<file path="src/ddi_ram.sv">
module ddi_ram #(
    parameter int WIDTH = 8,
    parameter int DEPTH = 2,
    localparam int AW   = $clog2(DEPTH)
) (
    input  logic             clk,
    input  logic             we,
    input  logic [AW-1:0]    wr_addr,
    input  logic [WIDTH-1:0] wr_data,
    input  logic             re,
    input  logic [AW-1:0]    rd_addr,
    output logic [WIDTH-1:0] rd_data
);

    logic [WIDTH-1:0] mem [DEPTH];

    always_ff @(posedge clk)
    begin
        if (we)
        begin
            mem[wr_addr] <= wr_data;
        end
        if (re)
        begin
            rd_data <= mem[rd_addr];
        end
    end

endmodule

</file>
<file path="config.mk">
export PLATFORM = sky130hd
export DESIGN_NAME = ddi_ram
export DESIGN_NICKNAME = d
export VERILOG_FILES = /design/src/ddi_ram.sv
export SDC_FILE = /design/constraint.sdc
export NUM_CORES = 1
export LEC_CHECK = 0
export ABC_AREA = 1
export BUFFER_PORTS_ARGS = -buffer_cell sky130_fd_sc_hd__buf_4
export CAP_MARGIN = 20
export CORE_MARGIN = 8
export CORE_UTILIZATION = 53
export DETAILED_ROUTE_END_ITERATION = 10
export PLACE_DENSITY_LB_ADDON = 0.2
export SLEW_MARGIN = 10
export SYNTH_ARGS = -nofsm -noshare
export SYNTH_HDL_FRONTEND = slang
export SYNTH_SLANG_ARGS = --single-unit
export TNS_END_PERCENT = 1
</file>
<file path="constraint.sdc">
create_clock -name clk -period 2.5 [get_ports clk]
set_input_delay 0.25 -clock clk [delete_from_list [all_inputs] [get_ports clk]]
set_output_delay 0.25 -clock clk [all_outputs]
set_load 0.03 [all_outputs]
</file>
==> results summary <==
For this design, the slowest cell found on the critical path is sky130_fd_sc_hd__edfxtp_1. Entering global routing, the biggest net connects 14 pins. The initial utilization of the core area, before any placement, comes to 0.565. For this run, the number of standard cells in the final layout without fillers is 93. The final net count is 91. The cell depth of the worst setup path is 1.

The die area came out at 0.00312 mm². The mean number of vias per cell came out at 4.69. The setup total negative slack is 0 ns. The estimated wirelength of the detail-placed design came out at 840 µm.

The critical path's top delay family is flip-flops. In this run the worst setup path begins at rd_data[1]$_DFFE_PP_. The average instance area after synthesis came out at 15.6 µm². The share of the synthesized area in the top cell type is 0.857. The total track usage came out at 0.0720. The DRC marker count from the first detailed-route iteration came out at 6. The worst path arrival time is 0.86 ns. The via count of the first global-routing pass was 414. The overall via count from detail_route came out at 436. The number of buffers added on ports came out at 20. The worst setup slack for register-to-register paths is 1.76 ns. Routability-driven placement finished with a final weighted congestion of 0.621. The maximum operating frequency is 899 MHz. The floorplan has 14 rows. The number of max-slew violations in the final report is 0.

In this run the worst path has a maximum fanout of 1. The Yosys step of the flow raised 0 warnings. The biggest area contributor in the post-synthesis netlist is sky130_fd_sc_hd__edfxtp_1.

The analysis attributes to cell leakage a power of 0.433 nW. The total global routing overflow is 0. The worst-case reg-to-reg path depth came out at 2.

The critical path is of the reg2out type. The number of nets with antenna violations after detailed routing is 0. The worst-case clock skew came out at 0.00299 ns. Walking the worst path, the cells encountered are buf_4.

Counting the fill cells in the layout gives 98. At the placement stage, the worst setup path has a slack of 1.26 ns. The multi-input combinational cells in the finished layout cover a total of 97.6 µm². After technology mapping, the gate count stands at 54.

The run finished with clean final reports. The post-synthesis to final-layout area growth came out at 22.0%. After detailed routing, the average wire length per cell comes to 12.3 µm. For this run, the detailed router's first-pass iteration total came to 4. Summing every instance area after synthesis gives 841 µm². The total power came out at 715 µW. The transition time of the tightest slew-check pin is 0.618 ns. Once the clock tree was built, the setup fixing pass inserted 0 buffers. Once placement completed, the tool counted placed cells totaling 89.

The boundary pin count came out at 21. The path class of the tightest hold or removal check is in2reg. The clock insertion delay at the later pin of the skew report came out at 0.30 ns. Counting the buffers created by CTS gives 3. The maximum single-stage delay on the critical path is 0.39 ns.

The library cell used most frequently in the layout, excluding fill and tap cells, is sky130_fd_sc_hd__nand2_1. Once routing completed, OpenROAD measured the worst setup slack at 1.39 ns. The core region is 0.00149 mm².

The number of design rule violations left after detail routing came out at 0. The count of distinct cell types in the synthesized netlist is 6. Setup repair after global routing left no endpoint under its margin.

STA classifies the critical path endpoint as an output pin. The worst register-to-register path ends at rd_data[2]$_DFFE_PP_. The worst path in the final design needs a cycle of 1.11 ns, including I/O delays and setup. The floorplan step set the die width to 55.8 µm. Data on the critical path is required at its endpoint by 2.25 ns. The share of layout cells above drive strength 1 came out at 0.312.

The post-CTS resize count came out at 0. The number of maximum-capacitance violations is 0. Clock tree synthesis selected as its root buffer the cell sky130_fd_sc_hd__clkbuf_4.

Dividing the final minimum period by the clock period gives 0.445. The final-report setup violation count is 0. The post-synth net total came out at 67.

The part of the Yosys area used for sequential elements is 0.857. The register bit total from synthesis is 24. Dividing total power by cell area gives a power density of 697 mW/mm². The library cells used most frequently in the layout, excluding fill and tap cells, are sky130_fd_sc_hd__nand2_1 (25), sky130_fd_sc_hd__edfxtp_1 (24), sky130_fd_sc_hd__buf_4 (20). The count of inserted antenna diode cells came out at 0.

The initial antenna violation count is 0. CTS built an H-tree with a depth of 1. The maximum clock path buffer count is 2. In this run, post-CTS hold repair placed 0 buffers. The aggregate routed wire length is 1140 µm. By area the synthesized netlist is led by sky130_fd_sc_hd__edfxtp_1 (86%), sky130_fd_sc_hd__nand2_1 (11%), sky130_fd_sc_hd__buf_6 (1.3%).

The number of hold violations in the final report is 0. The first global-routing pass estimated 1790 µm of wire. The CTS tree is yes.

The most critical setup path has its endpoint at rd_data[1]. The area used by sequential logic in the layout is 721 µm². The relative slew slack came out at 0.587. The clock transition at the registers of the reported paths came out at 0.12 ns. The worst voltage drop across the vdd grid is 452 µV. The launch point of the worst reg-to-reg path is mem[1][2]$_DFFE_PP_.

STA classifies the critical path startpoint as a register. The count of buffering cells on the critical path with inverters included is 1. The number of sinks on the clock net came out at 24. The overall die height came out at 55.8 µm.
metrics by stage:
stage,hold WS [ns],instance area [µm²],util
global route,0.103,1030,0.689
CTS,0.115,1030,0.689
finish,0.122,1030,0.689
floorplan,0.349,841,-
detailed placement,0.437,1000,0.671
global placement,0.435,1000,0.671
kinds of logic (layout without fill, tap and decap cells):
group / count (synthesis) / count (layout) / share of synthesized area
buf+inv: 4 / 27 / 0.0268
flops: 24 / 24 / 0.857
simple gates: 26 / 26 / 0.116
registers in the layout, summed over array words and instances, names as in the netlist:
register and cells:
mem 16, rd_data 8
worst min path at each step:
| stage | start | to | slack [ns] | cells past startpoint |
|---|---|---|---|---|
| finish | wr_data[3] | mem[1][3]$_DFFE_PP_ | 0.12 | 1 |
| global route | wr_data[3] | mem[1][3]$_DFFE_PP_ | 0.10 | 1 |
| CTS | wr_data[3] | mem[1][3]$_DFFE_PP_ | 0.12 | 1 |
| detailed placement | wr_data[3] | mem[1][3]$_DFFE_PP_ | 0.44 | 1 |
| global placement | wr_data[3] | mem[1][3]$_DFFE_PP_ | 0.44 | 1 |
| floorplan | wr_data[0] | mem[0][0]$_DFFE_PP_ | 0.35 | 0 |
synthesized netlist by cell type:
cell type,n
sky130_fd_sc_hd__buf_6,1
sky130_fd_sc_hd__edfxtp_1,24
sky130_fd_sc_hd__inv_1,2
sky130_fd_sc_hd__inv_2,1
sky130_fd_sc_hd__nand2_1,25
sky130_fd_sc_hd__nor2_1,1
metal layers:
| layer | vias to the layer above | routed length [µm] | GRT usage |
|---|---|---|---|
| met4 | 0 | 24 | 0.0515 |
| met5 | - | 0 | 0 |
| met1 | 185 | 511 | 0.0767 |
| met3 | 2 | 122 | 0.0479 |
| met2 | 20 | 482 | 0.0994 |
| li1 | 229 | - | - |
where the power goes:
part	switching (mW)	total, mW	internal (mW)	leakage (nW)
clock network	0.105	0.163	0.0582	0.0154
logic	0.0426	0.0714	0.0288	0.188
registers	0.00629	0.481	0.474	0.230
total	0.154	0.715	0.561	0.433
layout make-up:
| type | count | area share |
|---|---|---|
| clock buffers | 3 | 0.0220 |
| clock inverters | 1 | 0.00366 |
| inverters | 3 | 0.0110 |
| multi-input cells | 26 | 0.0951 |
| flip-flops and latches | 24 | 0.702 |
| well taps | 16 | 0.0195 |
| repair buffers | 20 | 0.146 |
Note: power is estimated with default switching activity, not from simulation.
