**config.mk**
```make
export PLATFORM = sky130hd
export DESIGN_NAME = ddi_ctrl_flat
export DESIGN_NICKNAME = d
export VERILOG_FILES = /design/src/ddi_pkg.sv /design/src/ddi_digest_if.sv /design/src/ddi_result_if.sv /design/src/ddi_ctrl.sv /design/src/flat_wrapper.sv
export SDC_FILE = /design/constraint.sdc
export NUM_CORES = 1
export LEC_CHECK = 0
export ABC_AREA = 0
export BUFFER_PORTS_ARGS = -buffer_cell sky130_fd_sc_hd__clkbuf_2
export CAP_MARGIN = 20
export CELL_PAD_IN_SITES_DETAIL_PLACEMENT = 0
export CELL_PAD_IN_SITES_GLOBAL_PLACEMENT = 2
export CORE_AREA = 2 2 319 321
export CTS_CLUSTER_SIZE = 12
export DETAILED_ROUTE_END_ITERATION = 7
export DIE_AREA = 0 0 321 323
export GPL_ROUTABILITY_DRIVEN = 1
export PLACE_DENSITY_LB_ADDON = 0.1
export SYNTH_ARGS = -nofsm -noshare
export SYNTH_HDL_FRONTEND = slang
export SYNTH_SLANG_ARGS = --single-unit
```
**constraint.sdc**
```tcl
create_clock -name clk -period 15 [get_ports clk]
set_input_delay 1.5 -clock clk [delete_from_list [all_inputs] [get_ports clk]]
set_output_delay 1.5 -clock clk [all_outputs]
set_load 0.005 [all_outputs]
```
**src/ddi_pkg.sv**
```systemverilog
package ddi_pkg;

    localparam int CAPACITY = 1024;
    localparam int WORD_W   = 64;
    localparam int KEY_W    = 4 * WORD_W;
    localparam int ID_W     = 10;

    typedef enum logic [1:0] {
        S_IDLE,
        S_SCAN,
        S_DECIDE
    } state_t;

    typedef struct packed {
        logic            is_duplicate;
        logic [ID_W-1:0] chunk_id;
        logic            table_full;
    } result_t;

endpackage

```
**src/ddi_digest_if.sv**
```systemverilog
interface ddi_digest_if;
    logic                        valid;
    logic                        ready;
    logic [ddi_pkg::WORD_W-1:0]  digest_w0;
    logic [ddi_pkg::WORD_W-1:0]  digest_w1;
    logic [ddi_pkg::WORD_W-1:0]  digest_w2;
    logic [ddi_pkg::WORD_W-1:0]  digest_w3;

    modport source (output valid, digest_w0, digest_w1, digest_w2, digest_w3, input ready);
    modport sink   (input valid, digest_w0, digest_w1, digest_w2, digest_w3, output ready);
endinterface

```
**src/ddi_result_if.sv**
```systemverilog
interface ddi_result_if;
    logic                       valid;
    logic                       ready;
    logic                       is_duplicate;
    logic [ddi_pkg::ID_W-1:0]   chunk_id;
    logic                       table_full;

    modport source (output valid, is_duplicate, chunk_id, table_full, input ready);
    modport sink   (input valid, is_duplicate, chunk_id, table_full, output ready);
endinterface

```
**src/ddi_ctrl.sv**
```systemverilog
module ddi_ctrl #(
    parameter int CAPACITY = ddi_pkg::CAPACITY,
    localparam int AW      = $clog2(CAPACITY),
    localparam int CW      = $clog2(CAPACITY + 1)
) (
    input  logic                       clk,
    input  logic                       rst_n,
    ddi_digest_if.sink                 digest,
    ddi_result_if.source               result,
    output logic                       ram_we,
    output logic [AW-1:0]              ram_wr_addr,
    output logic [ddi_pkg::KEY_W-1:0]  ram_wr_data,
    output logic                       ram_re,
    output logic [AW-1:0]              ram_rd_addr,
    input  logic [ddi_pkg::KEY_W-1:0]  ram_rd_data
);

    ddi_pkg::state_t            state_reg, state_next;
    logic [AW-1:0]              ptr_reg, ptr_next;
    logic [CW-1:0]              used_reg, used_next;
    logic [ddi_pkg::KEY_W-1:0]  key_reg, key_next;
    logic                       hit_reg, hit_next;
    logic [AW-1:0]              hit_idx_reg, hit_idx_next;
    logic                       out_valid_reg, out_valid_next;
    ddi_pkg::result_t           out_data_reg, out_data_next;

    logic                       accept;
    logic                       match;
    logic                       last;
    logic                       out_free;
    logic [AW-1:0]              ptr_inc;
    logic [AW+ddi_pkg::ID_W-1:0] hit_id_ext;
    logic [CW+ddi_pkg::ID_W-1:0] new_id_ext;

    assign accept     = digest.valid && digest.ready;
    assign match      = (ram_rd_data == key_reg);
    assign last       = ((CW'(ptr_reg) + CW'(1)) == used_reg);
    assign out_free   = !out_valid_reg || result.ready;
    assign ptr_inc    = ptr_reg + AW'(1);
    assign hit_id_ext = {{ddi_pkg::ID_W{1'b0}}, hit_idx_reg};
    assign new_id_ext = {{ddi_pkg::ID_W{1'b0}}, used_reg};

    always_comb
    begin
        state_next = state_reg;
        case (state_reg)
            ddi_pkg::S_IDLE:
            begin
                if (accept)
                begin
                    state_next = (used_reg == '0) ? ddi_pkg::S_DECIDE : ddi_pkg::S_SCAN;
                end
            end
            ddi_pkg::S_SCAN:
            begin
                if (match || last)
                begin
                    state_next = ddi_pkg::S_DECIDE;
                end
            end
            ddi_pkg::S_DECIDE:
            begin
                if (out_free)
                begin
                    state_next = ddi_pkg::S_IDLE;
                end
            end
            default:
            begin
                state_next = ddi_pkg::S_IDLE;
            end
        endcase
    end

    always_comb
    begin
        digest.ready   = 1'b0;
        ptr_next       = ptr_reg;
        used_next      = used_reg;
        key_next       = key_reg;
        hit_next       = hit_reg;
        hit_idx_next   = hit_idx_reg;
        out_valid_next = out_valid_reg && !result.ready;
        out_data_next  = out_data_reg;
        ram_we         = 1'b0;
        ram_wr_addr    = used_reg[AW-1:0];
        ram_wr_data    = key_reg;
        ram_re         = 1'b0;
        ram_rd_addr    = '0;
        case (state_reg)
            ddi_pkg::S_IDLE:
            begin
                digest.ready = 1'b1;
                if (accept)
                begin
                    key_next = {digest.digest_w3, digest.digest_w2,
                                digest.digest_w1, digest.digest_w0};
                    ptr_next = '0;
                    hit_next = 1'b0;
                    ram_re   = 1'b1;
                end
            end
            ddi_pkg::S_SCAN:
            begin
                // read data belongs to ptr_reg; fetch the next entry ahead
                ram_re      = 1'b1;
                ram_rd_addr = ptr_inc;
                if (match)
                begin
                    hit_next     = 1'b1;
                    hit_idx_next = ptr_reg;
                end
                else
                begin
                    ptr_next = ptr_inc;
                end
            end
            ddi_pkg::S_DECIDE:
            begin
                if (out_free)
                begin
                    out_valid_next = 1'b1;
                    if (hit_reg)
                    begin
                        out_data_next.is_duplicate = 1'b1;
                        out_data_next.chunk_id     = hit_id_ext[ddi_pkg::ID_W-1:0];
                        out_data_next.table_full   = 1'b0;
                    end
                    else if (used_reg == CW'(CAPACITY))
                    begin
                        out_data_next.is_duplicate = 1'b0;
                        out_data_next.chunk_id     = '0;
                        out_data_next.table_full   = 1'b1;
                    end
                    else
                    begin
                        // store the new digest in the next free slot
                        ram_we                     = 1'b1;
                        used_next                  = used_reg + CW'(1);
                        out_data_next.is_duplicate = 1'b0;
                        out_data_next.chunk_id     = new_id_ext[ddi_pkg::ID_W-1:0];
                        out_data_next.table_full   = 1'b0;
                    end
                end
            end
            default:
            begin
                digest.ready = 1'b0;
            end
        endcase
    end

    always_ff @(posedge clk or negedge rst_n)
    begin
        if (!rst_n)
        begin
            state_reg     <= ddi_pkg::S_IDLE;
            used_reg      <= '0;
            out_valid_reg <= 1'b0;
        end
        else
        begin
            state_reg     <= state_next;
            used_reg      <= used_next;
            out_valid_reg <= out_valid_next;
        end
    end

    always_ff @(posedge clk)
    begin
        ptr_reg      <= ptr_next;
        key_reg      <= key_next;
        hit_reg      <= hit_next;
        hit_idx_reg  <= hit_idx_next;
        out_data_reg <= out_data_next;
    end

    assign result.valid        = out_valid_reg;
    assign result.is_duplicate = out_data_reg.is_duplicate;
    assign result.chunk_id     = out_data_reg.chunk_id;
    assign result.table_full   = out_data_reg.table_full;

endmodule

```
**src/flat_wrapper.sv**
```systemverilog
// flat-port wrapper written by rule: the top's interface ports become plain ports
module ddi_ctrl_flat 
#(
    parameter int CAPACITY = ddi_pkg::CAPACITY,
    localparam int AW      = $clog2(CAPACITY),
    localparam int CW      = $clog2(CAPACITY + 1)
)
  (clk, rst_n, ram_we, ram_wr_addr, ram_wr_data, ram_re, ram_rd_addr, ram_rd_data, digest_valid, digest_digest_w0, digest_digest_w1, digest_digest_w2, digest_digest_w3, digest_ready, result_valid, result_is_duplicate, result_chunk_id, result_table_full, result_ready);
  ddi_digest_if digest_i ();
  ddi_result_if result_i ();
  input  logic clk;
  input  logic rst_n;
  output logic ram_we;
  output logic [AW-1:0] ram_wr_addr;
  output logic [ddi_pkg::KEY_W-1:0] ram_wr_data;
  output logic ram_re;
  output logic [AW-1:0] ram_rd_addr;
  input  logic [ddi_pkg::KEY_W-1:0] ram_rd_data;
  input wire logic [$bits(digest_i.valid)-1:0] digest_valid;
  input wire logic [$bits(digest_i.digest_w0)-1:0] digest_digest_w0;
  input wire logic [$bits(digest_i.digest_w1)-1:0] digest_digest_w1;
  input wire logic [$bits(digest_i.digest_w2)-1:0] digest_digest_w2;
  input wire logic [$bits(digest_i.digest_w3)-1:0] digest_digest_w3;
  output wire logic [$bits(digest_i.ready)-1:0] digest_ready;
  output wire logic [$bits(result_i.valid)-1:0] result_valid;
  output wire logic [$bits(result_i.is_duplicate)-1:0] result_is_duplicate;
  output wire logic [$bits(result_i.chunk_id)-1:0] result_chunk_id;
  output wire logic [$bits(result_i.table_full)-1:0] result_table_full;
  input wire logic [$bits(result_i.ready)-1:0] result_ready;
  assign digest_i.valid = digest_valid;
  assign digest_i.digest_w0 = digest_digest_w0;
  assign digest_i.digest_w1 = digest_digest_w1;
  assign digest_i.digest_w2 = digest_digest_w2;
  assign digest_i.digest_w3 = digest_digest_w3;
  assign digest_ready = digest_i.ready;
  assign result_valid = result_i.valid;
  assign result_is_duplicate = result_i.is_duplicate;
  assign result_chunk_id = result_i.chunk_id;
  assign result_table_full = result_i.table_full;
  assign result_i.ready = result_ready;
  ddi_ctrl #(.CAPACITY(CAPACITY)) u_core (.clk(clk), .rst_n(rst_n), .digest(digest_i), .result(result_i), .ram_we(ram_we), .ram_wr_addr(ram_wr_addr), .ram_wr_data(ram_wr_data), .ram_re(ram_re), .ram_rd_addr(ram_rd_addr), .ram_rd_data(ram_rd_data));
endmodule
```
==> impl_metrics.yaml <==
floorplanning:
  start_util_pct: 12.8
  die_y_um: 323
  core-area_mm2: 0.101
  rows: 117
  pin_count: 808
  die_area_mm2: 0.104
  die_w_um: 321
timing:
  holdWs_ps: 525
  fin_crit_sh_pct: 28.1
  tightest_slew_ps: 994
  fin_crit_ps: 4220
  slew_headroom_pct: 33.1
  rsz0062_at_grt: "no"
  maxSlewViolCount: 0
  finClkSkew_ps: 29.1
  tns_ps: 0
  hold_viol: 0
  max_freq_ghz: 0.237
  finalSetupViolCount: 0
synthesis:
  yosysMostFrequentCell: "edfxtp_1"
  synth_edf_count: 289
  synth.area.top_cells: "edfxtp_1 67%, xnor2_1 19%, nand4_1 3.6%"
  yosys_warnings: 0
  syn-num-nets: 1321
  synthDominantCellAreaShare_pct: 67.3
  yosys-top-cells-count: "289 x edfxtp_1, 273 x xnor2_1, 75 x nand4_1"
  yosys.area.top_type: "edfxtp_1"
  async_flop_share_pct: 4.62
  syn_avg_cell_area_um2: 16.1
  synth_top_flop_cell: "edfxtp_1"
  syn_inst: 802
  synth-seq-cells: 303
  synth_cell_type_count: 46
  ys_seq_area_share_pct: 70.1
  syn_area_mm2: 0.0129
worst_setup_path:
  critPathMaxStageDelay_ps: 390
  worstPathCellList: "clkbuf_2, nand2b_1, nor3b_2, buf_4, and3b_1, clkbuf_2"
  startpoint_type: "input pin"
  crit_top_cell: "clkbuf_2"
  crit_path_end_kind: "output port"
  critPathArrivalTime_ps: 2720
  crit_type: "in2out"
  required_ps: 13500
  crit_slowest_cell: "and3b_1"
  worst-path-max-fanout: 13
global_route:
  grt_pass1_wl_um: 92600
  grt_util_met2_pct: 25.1
  grt_use_met1_pct: 12.8
  grt_pass1_vias: 11000
  grt_max_degree: 85
  antenna_found_initial: 16
  overflow: 0
  grtUsageMet3_pct: 5.57
  busiest_layer: "met2"
  track_usage_pct: 13.1
route:
  wl_um: 69800
  detail-route-antenna-nets: 0
  wire_per_inst_um: 23.4
  vias_per_cell: 3.34
  drcViolationCount: 0
  first_pass_iters: 6
  vias: 9976
  drt-initial-drc-count: 424
finish:
  nets: 2160
  final_core_util_pct: 19.6
  design_area_mm2: 0.0198
  largest_reg_flops: 256
  area_growth_pct: 53.5
  fill_cells: 11200
  drive_gt1_share_pct: 53.3
min_path:
  hp-class: "reg2reg"
place:
  gp_congestion: 0.844
  dp_hpwl_um: 59500
  portBuffers: 807
  place_area_mm2: 0.0185
clock_tree:
  numClockSinks: 303
  cts_root_buf: "clkbuf_16"
  clkLatencyLatePin_ps: 610
  clk_pin_slew_ps: 50
  htree_levels: 2
  cts_tree: "built"
  clockBufferDepth: 3
  post_cts_resize_count: 0
  hold_buffers: 0
  cts_made_buffers: 45
  cts_setup_buffers: 0
outcome:
  status: "finished clean"
power_and_ir_drop:
  leakage_nw: 7.82
  peakVddDrop_mv: 0.0760
  power.density_mw_per_mm2: 150
flow_run:
  max_cap_violations: 0
-- logic make-up after synthesis --
family | Yosys count | share of synthesized area [%]
DFF | 303 | 70.1
xor gates and xnor gates | 281 | 19.4
and+or+nand+nor | 161 | 7.25
buffers and inverters | 28 | 1.39
AOI/OAI and AO/OA | 19 | 0.990
muxes | 7 | 0.612
adders and majority gates | 3 | 0.291
-- where the power goes --
part	switching, mW	internal, mW
Combinational	0.380	0.298
Clock	0.429	0.550
Sequential	0.156	1.16
Total	0.965	2.01
-- final timing paths --
path	from	to	slack [ps]	cells past startpoint
worst max-delay path	result_ready	ram_we	10780	6
worst min-delay path	u_core.ptr_reg[1]	u_core.hit_idx_reg[1]	520	0
worst max register to register	u_core.ram_wr_data[12]	u_core.hit_reg	11330	7
worst min register to register	u_core.ptr_reg[1]	u_core.hit_idx_reg[1]	520	0
max in group asynchronous	rst_n	u_core.state_reg[0]	13880	1
min in group asynchronous	rst_n	u_core.used_reg[9]	830	1
-- area by class of cell --
cell class / count / area [um2] / area share (%)
timing repair buffer: 812 / 4070 / 20.6
sequential: 303 / 9030 / 45.7
tap: 1309 / 1640 / 8.28
multi-input combinational: 471 / 3680 / 18.6
clock buffer: 55 / 1160 / 5.88
antenna: 6 / 15.0 / 0.0759
clock inverter: 24 / 135 / 0.683
inverter: 8 / 40.0 / 0.202
-- metrics by stage --
stage,std cells,total power [mW],worst slack [ps]
finish,2988,2.97,10780
global route,2983,3.15,10270
floorplan,802,1.66,7750
global placement,2902,2.06,9360
detailed placement,2903,2.05,9610
CTS,2982,3.07,10290
-- critical path: cells and delay by family --
family	cells	cell delay (ps)
AND/OR/NAND/NOR	3	710
buffers and inverters	3	500
-- placed cells by master (no fill, tap or decap), types with 6 or more instances in the layout --
cell type  instances
clkbuf_1          10
clkbuf_16         45
clkbuf_2         807
clkinv_1          11
clkinv_2           8
dfrtp_1           14
diode_2            6
edfxtp_1         289
inv_1              6
mux2_2             7
nand2_1           15
nand3_1            7
nand4_1           75
nor2_1            24
nor4_1            18
o21ai_0            8
xnor2_1          273
-- metal layers --
metal / routed length (um) / vias to the layer above
met5: 132 / -
met4: 1200 / 20
met3: 6700 / 85
met2: 38000 / 465
met1: 23800 / 4743
li1: - / 4663
(Power assumes the default switching activity.)
